==> config.mk <==
export PLATFORM = sky130hd
export DESIGN_NAME = word_rle_encoder
export DESIGN_NICKNAME = d
export VERILOG_FILES = /design/src/sv/wre_pkg.sv /design/src/sv/wre_ram.sv /design/src/sv/wre_front.sv /design/src/sv/wre_queue.sv /design/src/sv/wre_back.sv /design/src/sv/word_rle_encoder.sv
export SDC_FILE = /design/constraint.sdc
export NUM_CORES = 1
export LEC_CHECK = 0
export ABC_AREA = 0
export ABC_CLOCK_PERIOD_IN_PS = 9900
export BUFFER_PORTS_ARGS = -buffer_cell sky130_fd_sc_hd__buf_2
export CAP_MARGIN = 10
export CORE_MARGIN = 1.5
export CORE_UTILIZATION = 43
export CTS_CLUSTER_DIAMETER = 30
export DETAILED_ROUTE_END_ITERATION = 16
export PLACE_DENSITY_LB_ADDON = 0.05
export SYNTH_ARGS = -nofsm -noshare
export SYNTH_HDL_FRONTEND = slang
export SYNTH_HIERARCHICAL = 1
export SYNTH_SLANG_ARGS = --single-unit
export TNS_END_PERCENT = 20
==> constraint.sdc <==
create_clock -name i_clk -period 9.9 [get_ports i_clk]
set_input_delay 0.99 -clock i_clk [delete_from_list [all_inputs] [get_ports i_clk]]
set_output_delay 0.99 -clock i_clk [all_outputs]
set_load 0.05 [all_outputs]
==> src/sv/wre_pkg.sv <==
// Shared types and constants of the word run-length encoder.
// No dependencies; imported by every module of the block but wre_ram.
`timescale 1ns / 1ps

package wre_pkg;

    localparam int DATA_W = 32;
    localparam int CNT_W  = 6;

    localparam logic OP_ENCODE = 1'b0;
    localparam logic OP_FLUSH  = 1'b1;

    typedef struct packed {
        logic              op;
        logic [DATA_W-1:0] word_value;
        logic              buffer_end;
    } t_in_item;

    typedef struct packed {
        logic              is_header;
        logic [DATA_W-1:0] out_value;
        logic              last;
    } t_out_item;

    // one packet to emit: a run (header + word) or literals (header + window)
    typedef struct packed {
        logic              lits;
        logic [CNT_W-1:0]  cnt;
        logic [DATA_W-1:0] word;
    } t_job;

endpackage

==> src/sv/wre_ram.sv <==
// Generic single-write, single-read RAM with registered read data.
// No dependencies.
`timescale 1ns / 1ps

module wre_ram #(
    parameter int WIDTH = 32,
    parameter int DEPTH = 32
) (
    input  logic                     i_clk,
    input  logic                     i_we,
    input  logic [$clog2(DEPTH)-1:0] i_waddr,
    input  logic [WIDTH-1:0]         i_wdata,
    input  logic                     i_re,
    input  logic [$clog2(DEPTH)-1:0] i_raddr,
    output logic [WIDTH-1:0]         o_rdata
);

    logic [WIDTH-1:0] r_mem [DEPTH];
    logic [WIDTH-1:0] r_rdata;

    always_ff @(posedge i_clk) begin
        if (i_we) begin
            r_mem[i_waddr] <= i_wdata;
        end
        if (i_re) begin
            r_rdata <= r_mem[i_raddr];
        end
    end

    assign o_rdata = r_rdata;

endmodule

==> src/sv/wre_front.sv <==
// Front end: accepts items, tracks run/literal counts, writes the literal window
// and issues packet jobs. Depends on wre_pkg.
`timescale 1ns / 1ps

module wre_front
    import wre_pkg::*;
#(
    parameter int WINDOW = 32
) (
    input  logic                      i_clk,
    input  logic                      i_rst_n,
    input  logic                      i_push,
    output logic                      o_full,
    input  t_in_item                  i_item,
    input  logic                      i_q_full,
    output logic                      o_q_push,
    output t_job                      o_q_job,
    input  logic                      i_lits_done,
    output logic                      o_ram_we,
    output logic [$clog2(WINDOW)-1:0] o_ram_waddr,
    output logic [DATA_W-1:0]         o_ram_wdata
);

    localparam int ADDR_W = $clog2(WINDOW);
    localparam logic [CNT_W-1:0] CUT = CNT_W'(WINDOW - 1);

    logic [CNT_W-1:0]  r_run, n_run;
    logic [CNT_W-1:0]  r_lit, n_lit;
    logic [DATA_W-1:0] r_run_word, n_run_word;
    logic [DATA_W-1:0] r_last_lit, n_last_lit;
    logic              r_lit_pend, n_lit_pend;
    logic              accept;
    logic [CNT_W-1:0]  run_inc, lit_inc, lit_dec;
    logic [DATA_W-1:0] w;

    assign o_full  = i_q_full | r_lit_pend;
    assign accept  = i_push & ~o_full;
    assign w       = i_item.word_value;
    assign run_inc = CNT_W'(r_run + 1'b1);
    assign lit_inc = CNT_W'(r_lit + 1'b1);
    assign lit_dec = CNT_W'(r_lit - 1'b1);

    always_comb begin
        n_run       = r_run;
        n_lit       = r_lit;
        n_run_word  = r_run_word;
        n_last_lit  = r_last_lit;
        n_lit_pend  = r_lit_pend & ~i_lits_done;
        o_q_push    = 1'b0;
        o_q_job     = '{lits: 1'b0, cnt: r_run, word: r_run_word};
        o_ram_we    = 1'b0;
        o_ram_waddr = '0;
        o_ram_wdata = w;
        if (accept) begin
            if (i_item.op == OP_FLUSH) begin
                if (r_run != '0) begin
                    o_q_push = 1'b1;
                end else if (r_lit != '0) begin
                    o_q_push    = 1'b1;
                    o_q_job     = '{lits: 1'b1, cnt: r_lit, word: r_run_word};
                    n_lit_pend  = 1'b1;
                end
                n_run = '0;
                n_lit = '0;
            end else if (r_run != '0) begin
                if (r_run_word == w) begin
                    n_run = run_inc;
                    if (run_inc == CUT) begin
                        o_q_push = 1'b1;
                        o_q_job  = '{lits: 1'b0, cnt: run_inc, word: r_run_word};
                        n_run    = '0;
                    end
                end else begin
                    o_q_push   = 1'b1;
                    n_run      = '0;
                    n_lit      = CNT_W'(1);
                    n_last_lit = w;
                    o_ram_we   = 1'b1;
                end
            end else if (r_lit != '0) begin
                if (r_last_lit == w) begin
                    if (lit_dec != '0) begin
                        o_q_push   = 1'b1;
                        o_q_job    = '{lits: 1'b1, cnt: lit_dec, word: r_run_word};
                        n_lit_pend = 1'b1;
                    end
                    n_lit      = '0;
                    n_run      = CNT_W'(2);
                    n_run_word = w;
                end else begin
                    o_ram_we    = 1'b1;
                    o_ram_waddr = r_lit[ADDR_W-1:0];
                    n_lit       = lit_inc;
                    n_last_lit  = w;
                    if (lit_inc == CUT) begin
                        o_q_push   = 1'b1;
                        o_q_job    = '{lits: 1'b1, cnt: lit_inc, word: r_run_word};
                        n_lit_pend = 1'b1;
                        n_lit      = '0;
                    end
                end
            end else begin
                o_ram_we   = 1'b1;
                n_lit      = CNT_W'(1);
                n_last_lit = w;
            end
        end
    end

    always_ff @(posedge i_clk) begin
        if (!i_rst_n) begin
            r_run      <= '0;
            r_lit      <= '0;
            r_lit_pend <= 1'b0;
        end else begin
            r_run      <= n_run;
            r_lit      <= n_lit;
            r_lit_pend <= n_lit_pend;
        end
        r_run_word <= n_run_word;
        r_last_lit <= n_last_lit;
    end

endmodule

==> src/sv/wre_queue.sv <==
// Two-entry job queue between front and back end.
// Depends on wre_pkg.
`timescale 1ns / 1ps

module wre_queue
    import wre_pkg::*;
(
    input  logic i_clk,
    input  logic i_rst_n,
    input  logic i_push,
    input  t_job i_job,
    output logic o_full,
    output logic o_valid,
    output t_job o_job,
    input  logic i_pop
);

    t_job       r_mem [2];
    logic       r_wptr, n_wptr;
    logic       r_rptr, n_rptr;
    logic [1:0] r_cnt, n_cnt;
    logic       do_push, do_pop;

    assign o_full  = (r_cnt == 2'd2);
    assign o_valid = (r_cnt != 2'd0);
    assign o_job   = r_mem[r_rptr];
    assign do_push = i_push & ~o_full;
    assign do_pop  = i_pop & o_valid;

    always_comb begin
        n_wptr = r_wptr ^ do_push;
        n_rptr = r_rptr ^ do_pop;
        n_cnt  = 2'(r_cnt + {1'b0, do_push} - {1'b0, do_pop});
    end

    always_ff @(posedge i_clk) begin
        if (!i_rst_n) begin
            r_wptr <= 1'b0;
            r_rptr <= 1'b0;
            r_cnt  <= 2'd0;
        end else begin
            r_wptr <= n_wptr;
            r_rptr <= n_rptr;
            r_cnt  <= n_cnt;
        end
        if (do_push) begin
            r_mem[r_wptr] <= i_job;
        end
    end

endmodule

==> src/sv/wre_back.sv <==
// Back end: turns jobs into header and data results, reading literals
// from the window RAM. Depends on wre_pkg.
`timescale 1ns / 1ps

module wre_back
    import wre_pkg::*;
#(
    parameter int ADDR_W = 5
) (
    input  logic              i_clk,
    input  logic              i_rst_n,
    input  logic              i_q_valid,
    input  t_job              i_q_job,
    output logic              o_q_pop,
    output logic              o_ram_re,
    output logic [ADDR_W-1:0] o_ram_raddr,
    input  logic [DATA_W-1:0] i_ram_rdata,
    output logic              o_lits_done,
    output logic              o_empty,
    input  logic              i_pop,
    output t_out_item         o_item
);

    typedef enum logic [3:0] {
        S_IDLE  = 4'b0001,
        S_WORD  = 4'b0010,
        S_LREQ  = 4'b0100,
        S_LDATA = 4'b1000
    } t_bstate;

    t_bstate          r_state, n_state;
    t_job             r_job, n_job;
    logic [CNT_W-1:0] r_idx, n_idx;
    logic             r_out_v, n_out_v;
    t_out_item        r_out, n_out;
    logic             out_free;
    logic             lit_last;

    assign out_free    = ~r_out_v | i_pop;
    assign lit_last    = (r_idx == CNT_W'(r_job.cnt - 1'b1));
    assign o_ram_raddr = r_idx[ADDR_W-1:0];
    assign o_empty     = ~r_out_v;
    assign o_item      = r_out;

    always_comb begin
        n_state     = r_state;
        n_job       = r_job;
        n_idx       = r_idx;
        n_out       = r_out;
        n_out_v     = r_out_v & ~i_pop;
        o_q_pop     = 1'b0;
        o_ram_re    = 1'b0;
        o_lits_done = 1'b0;
        case (r_state)
            S_IDLE: begin
                if (i_q_valid && out_free) begin
                    o_q_pop = 1'b1;
                    n_job   = i_q_job;
                    n_idx   = '0;
                    n_out   = '{is_header: 1'b1,
                                out_value: {{(DATA_W-CNT_W-1){1'b0}}, i_q_job.cnt,
                                            ~i_q_job.lits},
                                last: 1'b0};
                    n_out_v = 1'b1;
                    n_state = i_q_job.lits ? S_LREQ : S_WORD;
                end
            end
            S_WORD: begin
                if (out_free) begin
                    n_out   = '{is_header: 1'b0, out_value: r_job.word, last: 1'b1};
                    n_out_v = 1'b1;
                    n_state = S_IDLE;
                end
            end
            S_LREQ: begin
                if (out_free) begin
                    o_ram_re = 1'b1;
                    n_state  = S_LDATA;
                end
            end
            S_LDATA: begin
                // output slot is free here: only this state fills it after LREQ
                n_out   = '{is_header: 1'b0, out_value: i_ram_rdata, last: lit_last};
                n_out_v = 1'b1;
                n_idx   = CNT_W'(r_idx + 1'b1);
                if (lit_last) begin
                    o_lits_done = 1'b1;
                    n_state     = S_IDLE;
                end else begin
                    n_state = S_LREQ;
                end
            end
            default: begin
                n_state = S_IDLE;
            end
        endcase
    end

    always_ff @(posedge i_clk) begin
        if (!i_rst_n) begin
            r_state <= S_IDLE;
            r_out_v <= 1'b0;
        end else begin
            r_state <= n_state;
            r_out_v <= n_out_v;
        end
        r_job <= n_job;
        r_idx <= n_idx;
        r_out <= n_out;
    end

endmodule

==> src/sv/word_rle_encoder.sv <==
// Top level of the word run-length encoder: front end, job queue, back end
// and literal window RAM. Depends on wre_pkg, wre_ram, wre_front, wre_queue, wre_back.
//
// Input channel: i_in_item is taken on a clock edge with push high and full low.
//   op = flush drains what is pending; buffer_end is carried but ignored.
// Result channel: the oldest result sits on o_out_item while empty is low and
//   leaves on an edge with pop high. A packet is a header (is_header = 1,
//   count*2+1 for a run, count*2 for literals) followed by its data words;
//   last marks the final result of the item that caused it.
// Throughput: items that cause no packet are taken back to back while full is low.
//   A packet leaves as one result per cycle for the header and a run word while pop
//   keeps the output free; each literal goes through a request state and a data state,
//   as the read of the window RAM in the back end is registered. With the back end
//   idle, a job is registered in the queue and then its header in the output register.
// The front end may run up to two packets ahead of the back end; it holds full
//   high while a literal packet is still being read out of the window.
// Reset (synchronous, i_rst_n low) clears counts, queue and output; the window
//   holds no valid data until literals are written. A stalled receiver freezes
//   the output register, and full rises once the queue fills up.
`timescale 1ns / 1ps

module word_rle_encoder
    import wre_pkg::*;
#(
    parameter int WINDOW = 32
) (
    input  logic      i_clk,
    input  logic      i_rst_n,
    input  logic      push,
    output logic      full,
    input  t_in_item  i_in_item,
    output logic      empty,
    input  logic      pop,
    output t_out_item o_out_item
);

    localparam int ADDR_W = $clog2(WINDOW);

    logic              q_push, q_full, q_valid, q_pop;
    t_job              q_in_job, q_out_job;
    logic              lits_done;
    logic              ram_we, ram_re;
    logic [ADDR_W-1:0] ram_waddr, ram_raddr;
    logic [DATA_W-1:0] ram_wdata, ram_rdata;

    wre_front #(.WINDOW(WINDOW)) u_front (
        .i_clk       (i_clk),
        .i_rst_n     (i_rst_n),
        .i_push      (push),
        .o_full      (full),
        .i_item      (i_in_item),
        .i_q_full    (q_full),
        .o_q_push    (q_push),
        .o_q_job     (q_in_job),
        .i_lits_done (lits_done),
        .o_ram_we    (ram_we),
        .o_ram_waddr (ram_waddr),
        .o_ram_wdata (ram_wdata)
    );

    wre_queue u_queue (
        .i_clk   (i_clk),
        .i_rst_n (i_rst_n),
        .i_push  (q_push),
        .i_job   (q_in_job),
        .o_full  (q_full),
        .o_valid (q_valid),
        .o_job   (q_out_job),
        .i_pop   (q_pop)
    );

    wre_ram #(.WIDTH(DATA_W), .DEPTH(WINDOW)) u_window (
        .i_clk   (i_clk),
        .i_we    (ram_we),
        .i_waddr (ram_waddr),
        .i_wdata (ram_wdata),
        .i_re    (ram_re),
        .i_raddr (ram_raddr),
        .o_rdata (ram_rdata)
    );

    wre_back #(.ADDR_W(ADDR_W)) u_back (
        .i_clk       (i_clk),
        .i_rst_n     (i_rst_n),
        .i_q_valid   (q_valid),
        .i_q_job     (q_out_job),
        .o_q_pop     (q_pop),
        .o_ram_re    (ram_re),
        .o_ram_raddr (ram_raddr),
        .i_ram_rdata (ram_rdata),
        .o_lits_done (lits_done),
        .o_empty     (empty),
        .i_pop       (pop),
        .o_item      (o_out_item)
    );

endmodule

==> impl_results.md <==
* Starting Density at 0.4354
* Area share of the largest cell type after synthesis at 0.7433
* CTS Buffer Depth at 4
* Final RePlAce weighted congestion at 0.7999
* Top-count cell post-synth: edfxtp_1
* Io pins at 74
* Avg Synthesized Cell Area at 17.26 sq um
* Cts-stage hold buffer count at 0
* DR vias/cell at about 5.4
* Synth top area cells: edfxtp_1, mux2i_1, a22oi_1
* Core area at approximately 120000 sq um
* Worst-Skew Late Latency at 870 ps
* VDD IR-drop max at 0.1848 mV
* Synthesis-to-finish area growth at 22.36%
* Layout Nets at 3315
* Post-synth EDFFs at 1276
* Vias in the first global route at 28590
* Syn. warnings at 6
* Post_cts resized at 0
* Initial antenna violation count at 0
* Worst Reg-to-Reg Cells at 9
* First-pass GRT wire length at about 190000 um
* H-tree levels at 5
* Flops & latches, synth at 1299
* Ys flop type: edfxtp_1
* Hold_ws at between 400 and 500 ps
* Worst slew margin at 0.2014
* Post-synth ARST share at 0
* Fill count at 9443
* # port buffers at 72
* Worst EP arrival at a little over 6000 ps
* # diodes at 0
* Final min period at 5560 ps
* Share of cells above drive strength 1 at 0.1991
* Setup violators final at 0
* Post-synthesis sequential area ratio at 0.7522
* Peak Freq at around 180 MHz
* Clk pin slew, worst setup/hold paths at 40 ps
* Residual DRC at 0
* Vias at 27600
* Least-Margin Pin Slew at 1198 ps
* Number of detailed-route iterations in the first pass at 5
* Outcome: complete, no violations
* Worst Skew at 61.88 ps
* # clock sinks at about 1300
* Unrepaired setup endpoints after global routing: false
* Die X at 349.2 um
* WP data required at between 10000 and 15000 ps
* Netlist cell types at 74
* Leakage at 22.18 nW
* HPWL Detailed at 72310 um
* Pins over their slew limit at 0
* P per Cell Area at 274.2 nW/um^2
* Hold path cells at 2
* Maxcap violations at 0
* Grt total ovfl at 0
* Synth cell count leaders: edfxtp_1, mux2i_1, nand2_1
* Synthesized area at 51550 sq um
* CTS tree: yes
* Maximum fanout along the worst path at 36
* Total CTS buffers at about 300
* Initial DRC Count at 2008
* Post-Syn Nets at 3038
* Post-DRT Antenna Nets at 0
* Largest net degree at the start of global routing at 115
* Chip Height at 349.2 um
* WL final at 132900 um
* Worst setup SP type: input port
* HP Class: flip-flop to flip-flop
* Die Area at ~120000 sq um
* Cells after Synth at 2986
* Final setup TNS at 0 ps
* Final worst-path cycle share at 0.5616
* GRT Overall Usage at 0.2195
* CP endpoint kind: flip-flop
* Post-route cell area at 63080 sq um
* Leading area contributor after synthesis: edfxtp_1
* CTS root buffer: clkbuf_16
* Post-placement cell area at 53810 sq um
* Critical path class: input port to flip-flop
* Avg WL per Cell at 26.21 um
* Rows at 126
* Final Hold Viols at 0
* Setup bufs post-CTS at 0
## critical path, cell delays in order
cell and delay [ps]:
buf_2 100, buf_4 220, xnor2_1 510, nand4_1 220, nor4_1 850, nand2_1 780
nand2_1 360, nor4_1 130, nand3b_1 810, nor2_4 450, buf_4 500
## where the power goes
group | leakage [nW] | switching [W] | internal (W)
clock | 4.52 | 0.00282 | 0.00616
combinational | 5.94 | 0.00136 | 0.000640
sequential | 11.7 | 0.0000625 | 0.00624
## stage by stage
step	worst slack (ps)	cells	util	power, W
finish	4340	5070	0.5328	0.01729
global route	4221	5070	0.5328	0.01788
CTS	4501	5070	0.5328	0.01749
detailed placement	3628	4563	0.4545	0.008440
global placement	3340	4561	0.4541	0.008417
floorplan	5341	2986	-	0.007769
## final timing paths
kind	slack [ps]	start	end
max	4340	i_in_item[28]	u_window/r_mem[25][0]
min	480	u_queue/r_rptr	flip-flop
max reg2reg	4540	u_front/r_last_lit[27]	u_window/r_mem[25][0]
min reg2reg	480	u_queue/r_rptr	flip-flop
## logic make-up after synthesis
family          Yosys count  synth area share
compound gates          388           0.05333
buf+inv                 206           0.02427
simple gates            438           0.04228
xor+xnor                 82           0.01420
fa+ha+maj                14          0.003398
flops                  1299            0.7522
mux                     559            0.1103
## routing by layer
metal,up-vias,track usage,wire [um]
li1,12390,-,-
met1,14230,0.2875,57350
met2,703,0.3620,65460
met3,276,0.04189,6204
met4,0,0.08429,3859
met5,-,0,0
## layout make-up
type                    instances  area [sq um]  share of cell area
well taps                    1600          2002             0.03174
flip-flops and latches       1299         38780              0.6148
clock buffers                 352          7840              0.1243
multi-input cells            1481         11820              0.1874
inverters                      20         75.07            0.001190
clock inverters               155          1429             0.02265
repair buffers                163          1131             0.01793
## registers in the layout, indices dropped and copies added (netlist names), 32 cells and up, named ones only
signal and cells:
u_front/r_run_word 32, u_queue/r_mem 78, u_front/r_last_lit 32, u_window/o_rdata 32
u_back/r_job 38, u_back/o_item 34, u_window/r_mem 1024
## cell usage in the layout, fill, tap and decap left out, types with 8 or more instances in the layout
cell and count:
a21oi_1 109, edfxtp_1 1276, and2_1 11, buf_4 84, bufinv_16 23, nor2_1 29
nand2_1 129, inv_6 8, xnor2_1 43, a31oi_1 36, mux2i_1 517, clkbuf_1 45
buf_2 72, a22oi_1 105, nor4_1 14, nand4_1 18, clkbuf_16 306, xor2_1 38
clkinv_1 42, a22o_1 89, clkinv_4 11, clkinv_2 54, nand3b_1 8, inv_1 18
nor3_1 37, mux2_4 10, nand3_1 109, dfxtp_1 22, ha_1 12, mux2_2 32
clkinvlp_4 18, nor2_4 36
No activity file was read; power rests on OpenSTA's default activity.
